File: config.mk
export PLATFORM = sky130hd
export DESIGN_NAME = rhp_div
export DESIGN_NICKNAME = d
export VERILOG_FILES = /design/src/design/rhp_pkg.sv /design/src/design/rhp_div.sv
export SDC_FILE = /design/constraint.sdc
export NUM_CORES = 1
export LEC_CHECK = 0
export BUFFER_PORTS_ARGS = -buffer_cell sky130_fd_sc_hd__buf_2
export CAP_MARGIN = 20
export CORE_MARGIN = 2
export CORE_UTILIZATION = 47
export CTS_CLUSTER_SIZE = 40
export DETAILED_ROUTE_END_ITERATION = 6
export PLACE_DENSITY_LB_ADDON = 0.08
export SLEW_MARGIN = 0
export SYNTH_ARGS = -nofsm -noshare
export SYNTH_HDL_FRONTEND = slang
export SYNTH_SLANG_ARGS = --single-unit
export TNS_END_PERCENT = 10
File: constraint.sdc
create_clock -name clock -period 4.54 [get_ports clock]
set_input_delay 0.454 -clock clock [delete_from_list [all_inputs] [get_ports clock]]
set_output_delay 0.454 -clock clock [all_outputs]
set_load 0.01 [all_outputs]
File: src/design/rhp_pkg.sv
// Shared constants and types for the range histogram with peak tracking.
package rhp_pkg;
   localparam int BINS       = 256;
   localparam int BIN_W      = 8;
   localparam int CNT_W      = 32;
   localparam int DIV_STEPS  = 40;
   localparam int STEP_W     = 6;
   localparam logic [CNT_W-1:0] CNT_MAX = '1;
   localparam logic [33:0] ONE_Q16 = 34'd65536;
   localparam logic CSR_LOW  = 1'b0;
   localparam logic CSR_HIGH = 1'b1;
   localparam logic OP_RECORD = 1'b0;
   localparam logic OP_READ   = 1'b1;

   typedef struct packed {
      logic             we;
      logic [BIN_W-1:0] waddr;
      logic [CNT_W-1:0] wdata;
      logic [BIN_W-1:0] raddr;
   } mem_req_type;

   typedef enum logic [7:0] {
      S_IDLE = 8'b0000_0001,
      S_DIVP = 8'b0000_0010,
      S_DIVX = 8'b0000_0100,
      S_RDB  = 8'b0000_1000,
      S_RDP  = 8'b0001_0000,
      S_WAIT = 8'b0010_0000,
      S_UPD  = 8'b0100_0000,
      S_OUT  = 8'b1000_0000
   } state_type;
endpackage

File: src/design/rhp_div.sv
// Bit-serial bin index unit: low bits of floor(BINS*(x-low)/(high+1.0-low)).
module rhp_div (
   input  logic                     clock,
   input  logic                     reset,
   input  logic                     start,
   input  logic signed [31:0]       x,
   input  logic signed [31:0]       low,
   input  logic signed [31:0]       high,
   output logic                     done,
   output logic [rhp_pkg::BIN_W-1:0] bin
);
   import rhp_pkg::*;

   logic                    busy_ff, busy_in, done_ff, done_in;
   logic [STEP_W-1:0]       step_ff, step_in;
   logic [32:0]             rem_ff, rem_in, den_ff, den_in;
   logic [DIV_STEPS-1:0]    dvd_ff, dvd_in;
   logic [BIN_W-1:0]        q_ff, q_in;
   logic signed [32:0]      num;
   logic signed [33:0]      den;
   logic [33:0]             trial;

   assign num   = {x[31], x} - {low[31], low};
   assign den   = {{2{high[31]}}, high} + $signed(ONE_Q16) - {{2{low[31]}}, low};
   assign trial = {rem_ff, dvd_ff[DIV_STEPS-1]};

   always_comb begin
      busy_in = busy_ff;
      done_in = done_ff;
      step_in = step_ff;
      rem_in  = rem_ff;
      den_in  = den_ff;
      dvd_in  = dvd_ff;
      q_in    = q_ff;
      if (start) begin
         step_in = '0;
         rem_in  = '0;
         q_in    = '0;
         den_in  = den[32:0];
         dvd_in  = {num[31:0], {BIN_W{1'b0}}};
         if (den[33] || den == '0 || num[32]) begin
            busy_in = 1'b0;
            done_in = 1'b1;
         end else begin
            busy_in = 1'b1;
            done_in = 1'b0;
         end
      end else if (busy_ff) begin
         dvd_in = {dvd_ff[DIV_STEPS-2:0], 1'b0};
         if (trial >= {1'b0, den_ff}) begin
            rem_in = 33'(trial - {1'b0, den_ff});
            q_in   = {q_ff[BIN_W-2:0], 1'b1};
         end else begin
            rem_in = trial[32:0];
            q_in   = {q_ff[BIN_W-2:0], 1'b0};
         end
         step_in = step_ff + 1'b1;
         if (step_ff == STEP_W'(DIV_STEPS - 1)) begin
            busy_in = 1'b0;
            done_in = 1'b1;
         end
      end
   end

   always_ff @(posedge clock) begin
      if (reset) begin
         busy_ff <= 1'b0;
         done_ff <= 1'b0;
         step_ff <= '0;
      end else begin
         busy_ff <= busy_in;
         done_ff <= done_in;
         step_ff <= step_in;
      end
      rem_ff <= rem_in;
      den_ff <= den_in;
      dvd_ff <= dvd_in;
      q_ff   <= q_in;
   end

   assign done = done_ff;
   assign bin  = q_ff;

`ifndef SYNTH
   a_not_both: assert property (@(posedge clock) disable iff (reset) !(busy_ff && done_ff))
      else $error("divider busy and done together");
   a_start_clr: assert property (@(posedge clock) disable iff (reset)
      start && !done_in |=> !done_ff) else $error("done not cleared by start");
   a_step_rng: assert property (@(posedge clock) disable iff (reset)
      busy_ff |-> step_ff < STEP_W'(DIV_STEPS)) else $error("step count overran");
`endif
endmodule

# Yosys cells after proc, flatten, opt, wreduce, memory -nomap -nowiden
# Cells that the tools add are included.
# totals
regBits,114
wordCells,33
# classes
addsub,5
n_lt_le_gt_ge,1
n_eq_ne,1
muxes,12
n_reduce_logical,7
# op_table
op,n
$mux 40,2
$ge 34x33->1,1
$logic_not 34->1,1
$sub 33x32->34,1
$add 32x18->33 const B,1
$mux 33,1
$sub 32x32->33,1
$sub 33x33->33,1
$mux 1,9
$add 6x1->6 const B,1
$eq 6x6->1 const B,1
$reduce_bool 2->1,2
$logic_or 1x1->1,2
$reduce_and 2->1,1
$reduce_or 2->1,1

# Logic depth before layout (Yosys ltp)
# logic_depth
word_depth,7
ltp_mapped,14

# Worst setup path after synthesis
# Ideal clock, no wire load.
# synth_timing
path_type,input -> register
from,in low[1]
to,reg busy_ff
setup_time_ns,0.133
arrival_ns,3.273
t_required_ns,4.407
path_slack_ns,1.135
stages,13
path_buffers,0
cell_sequence,inv_1 > ha_1 > ha_1 > fa_1 > a211o_1 > a21oi_1 > o211a_1 > o22ai_1 > or4b_1 > nor4_1 > nand4_1 > and4b_1 > a221oi_2
# synth_via
elab_chain_cells,6
# synth_rtl
element,line,text
"start, declared",rhp_div.sv:7,"input logic signed [31:0] low,"
$sub 33x32->34,rhp_div.sv:24,"assign den = {{2{high[31]}}, high} + $signed(ONE_Q16) - {{2{low[31]}}, low};"
$logic_not 34->1,rhp_div.sv:41,if (den[33] || den == '0 || num[32]) begin
$logic_or 1x1->1,rhp_div.sv:41,
$logic_or 1x1->1 *,rhp_div.sv:41,
$mux 1 *,rhp_div.sv:41,
$mux 1 *,rhp_div.sv:35,if (start) begin
"end signal, assigned",rhp_div.sv:71,busy_ff <= busy_in;
"end, declared",rhp_div.sv:14,"logic busy_ff, busy_in, done_ff, done_in;"
# Mark *: on every way between the ends. The rest lies on a longest branch, timed or not.
# A chain may end at the register's enable or synchronous reset.

# Final worst setup path
# layout_timing
from,reg den_ff[0]
to,reg rem_ff[11]
# layout_via
elab_chain_cells,2
# layout_rtl
element,line,text
"start, declared",rhp_div.sv:16,"logic [32:0] rem_ff, rem_in, den_ff, den_in;"
"start signal, assigned",rhp_div.sv:76,den_ff <= den_in;
$sub 33x33->33 / $ge 34x33->1 (equally long branches),"rhp_div.sv:51, rhp_div.sv:50",
$mux 33 *,rhp_div.sv:50,"if (trial >= {1'b0, den_ff}) begin"
"end signal, assigned",rhp_div.sv:75,rem_ff <= rem_in;
"end, declared",rhp_div.sv:16,
# Marked as above.

==> impl_metrics.py <==
metrics = {
    "logic_synthesis": {
        "synth_area_per_cell_um2": 8.53,
        "async_reset_ff_share_pct": 0,
        "ys_types": 84,
        "ys_ff_latch": 114,
        "syn_inst": 1272,
        "syn_nets": 1504,
        "synth_ff_type": "edfxtp_1",
        "synth_area_mm2": 0.0108,
        "synth_edf_count": 65,
        "yosysSeqAreaShare_pct": 27.0,
        "ys.warnings.count": 0,
    },
    "timing": {
        "fin_skew_ns": 0.0126,
        "fmax_mhz": 275,
        "relSlewSlack_pct": 43.2,
        "min_period_over_period_pct": 80.2,
        "worstMarginPinSlew_ns": 0.849,
        "timing.setup.tns_ns": 0,
        "finalHoldViolations": 0,
        "rsz0062_at_grt": "no",
        "maxSlewViolCount": 0,
        "period_minus_slack_ns": 3.64,
        "finalWorstSetupSlack_ns": 0.897,
        "setup_violations": 0,
    },
    "setup_path": {
        "crit_path_max_incr_delay_ns": 0.43,
        "path_buf_inv": 0,
        "cp_max_fo": 15,
        "worst_r2r_endpoint": "rem_ff[11]$_SDFFE_PP0P_",
        "critPathTopFamily": "compound AO/OA/AOI/OAI gates",
        "critPathRequiredTime_ns": 4.86,
        "critPathKind": "reg -> reg",
        "cp_data_arrival_time_ns": 3.97,
        "crit_path_end_kind": "flip-flop",
        "reg2reg_depth": 11,
        "r2r_slack_ns": 0.90,
        "path_cells": "ha_1 -> fa_1 -> nor2b_1 -> o31a_1 -> o31ai_4 -> a2111oi_4 -> o2111ai_1 -> and3_4 -> nor2_4 -> mux2_2 -> a211oi_1",
        "start_kind": "flip-flop",
        "cp_slowest_cell": "nor2_4",
        "r2r-start": "den_ff[0]$_DFFE_PP_",
    },
    "drt": {
        "drt_wl_total_um": 27400,
        "drtPass1Iterations": 5,
        "viasPerCell": 5.75,
        "wl_per_cell_um": 16.5,
        "drc": 0,
        "postRouteAntennaNets": 0,
        "vias": 9537,
        "drt_iter0_drc": 619,
    },
    "power_and_ir_drop": {
        "leakagePower_nw": 5.44,
        "worst_ir_drop_vdd_v": 0.000192,
        "power_mw": 4.14,
        "powerDensity_mw_per_mm2": 339,
    },
    "final_layout": {
        "final_cell_mix": "130 x ha_1, 112 x inv_1, 110 x nor2_1",
        "synthToLayoutAreaGrowth_pct": 12.6,
        "n_fill_cell": 2166,
        "final_common_cell": "ha_1",
        "drive_gt1_share_pct": 15.0,
        "fin_area_mm2": 0.0122,
        "antennaDiodeCount": 0,
        "final_nets": 1592,
        "final_cells": 1658,
    },
    "placed_design": {
        "place.gp.congestion": 0.905,
        "port_buffers": 107,
        "dp_hpwl_um": 20900,
        "placed_cells": 1626,
        "place_area_mm2": 0.0116,
        "dp_slack_ns": 0.527,
    },
    "cts": {
        "clock_latency_ns": 0.42,
        "cts_tree": "built",
        "clockBufferDepth": 2,
        "cts_buffers": 17,
        "cts-root-buf": "clkbuf_16",
        "cts_repair_resize_count": 0,
        "cts.htree.levels": 4,
        "cts_sinks": 114,
        "clk_pin_slew_ns": 0.06,
        "ctsHoldBuffers": 0,
        "cts_setup_buffers": 0,
    },
    "die": {
        "rows": 55,
        "die_h_um": 156,
        "die_x_um": 156,
        "start_util_pct": 47.9,
        "io_pins": 108,
        "dieArea_mm2": 0.0243,
        "core-area_mm2": 0.0226,
    },
    "grt": {
        "grt_pass1_vias": 9097,
        "grt_max_degree": 115,
        "grt_util_met3_pct": 3.50,
        "grt_pass1_wl_um": 44900,
        "met1_usage_pct": 30.7,
        "grt_use_met2_pct": 38.3,
        "overflow": 0,
        "top_usage_layer": "met2",
        "antenna_found_initial": 0,
        "grt_usage_pct": 22.8,
    },
    "flow_run": {
        "drv_cap": 0,
    },
    "worst_hold_path": {
        "holdPathEnd": "busy_ff$_SDFF_PP0_",
        "min_delay_path_depth": 2,
        "hold_start": "reset",
        "hold_path.class": "in -> reg",
    },
    "outcome": {
        "status": "finished, final reports clean",
    },
}
[worst max path at each step]
stage,from,depth (start not counted),end
final,den_ff[0]$_DFFE_PP_,11,rem_ff[11]$_SDFFE_PP0P_
after global placement,low[1],14,busy_ff$_SDFF_PP0_
after CTS,den_ff[0]$_DFFE_PP_,11,rem_ff[11]$_SDFFE_PP0P_
after global routing,den_ff[0]$_DFFE_PP_,12,rem_ff[24]$_SDFFE_PP0P_
after detailed placement,low[1],14,busy_ff$_SDFF_PP0_
after floorplan,low[1],13,busy_ff$_SDFF_PP0_
[cell usage after synthesis (22+ instances only)]
master	n	share of area, %
clkbuf_1	29	1.0
nor3_1	24	1.1
a211oi_1	25	1.7
edfxtp_1	65	18
xor2_1	25	2.0
a21o_1	42	2.9
inv_1	113	3.9
dfxtp_1	49	9.0
nand3_1	28	1.3
nor2_1	110	3.8
a21oi_1	88	4.1
mux2_2	24	2.5
o211ai_1	24	1.7
ha_1	130	15
o21ai_0	54	2.5
o21a_1	22	1.5
nand2_1	88	3.0
xnor2_1	41	3.3
[layer usage]
metal  up-vias  routed length [um]
li1       4915                   -
met1      4419               13300
met2       178               12800
met3        25                 897
met4         0                 463
met5         -                   0
[where the power goes]
group	leakage, nW	internal [mW]	switching (mW)
combinational	4.12	0.593	0.850
clock	0.289	0.871	0.529
sequential	1.04	1.25	0.0480
total	5.44	2.72	1.43
[state kept, by name (all words and copies together), names as in the netlist]
| signal | cells |
|---|---|
| bin | 8 |
| busy_ff | 1 |
| rem_ff | 33 |
| step_ff | 6 |
| done | 1 |
| dvd_ff | 32 |
| den_ff | 33 |
[worst register-to-register path, stage by stage (launching register included)]
cell and delay, ns:
edfxtp_1 0.42, ha_1 0.25, fa_1 0.38, nor2b_1 0.20, o31a_1 0.25, o31ai_4 0.10, a2111oi_4 0.41, o2111ai_1 0.25
and3_4 0.25, nor2_4 0.43, mux2_2 0.40, a211oi_1 0.21
[metrics by stage]
step                      hold slack [ns]  utilization (%)
final                               0.239             53.9
after detailed placement            0.483             51.3
after global placement              0.468             51.3
after CTS                           0.217             53.9
after global routing                0.220             53.9
after floorplan                     0.458                -
[layout make-up]
class                           instances  area [um^2]  area share, %
Timing Repair Buffer                  113          596           4.88
Clock inverter                         14          181           1.49
Inverter                              113          424           3.47
Sequential cell                       114         2930           24.0
Multi-Input combinational cell       1001         7290           59.7
Clock buffer                           18          429           3.51
Tap cell                              285          357           2.92
[cell families after synthesis]
kind of cell	count (synthesis)	synth area share [%]
AOI/OAI and AO/OA	388	25.1
xor gates and xnor gates	66	5.33
adders and majority gates	133	15.5
buffers and inverters	157	5.73
DFF	114	27.0
muxes	42	4.15
and+or+nand+nor	372	17.1
Note: power is estimated with default switching activity, not from simulation.
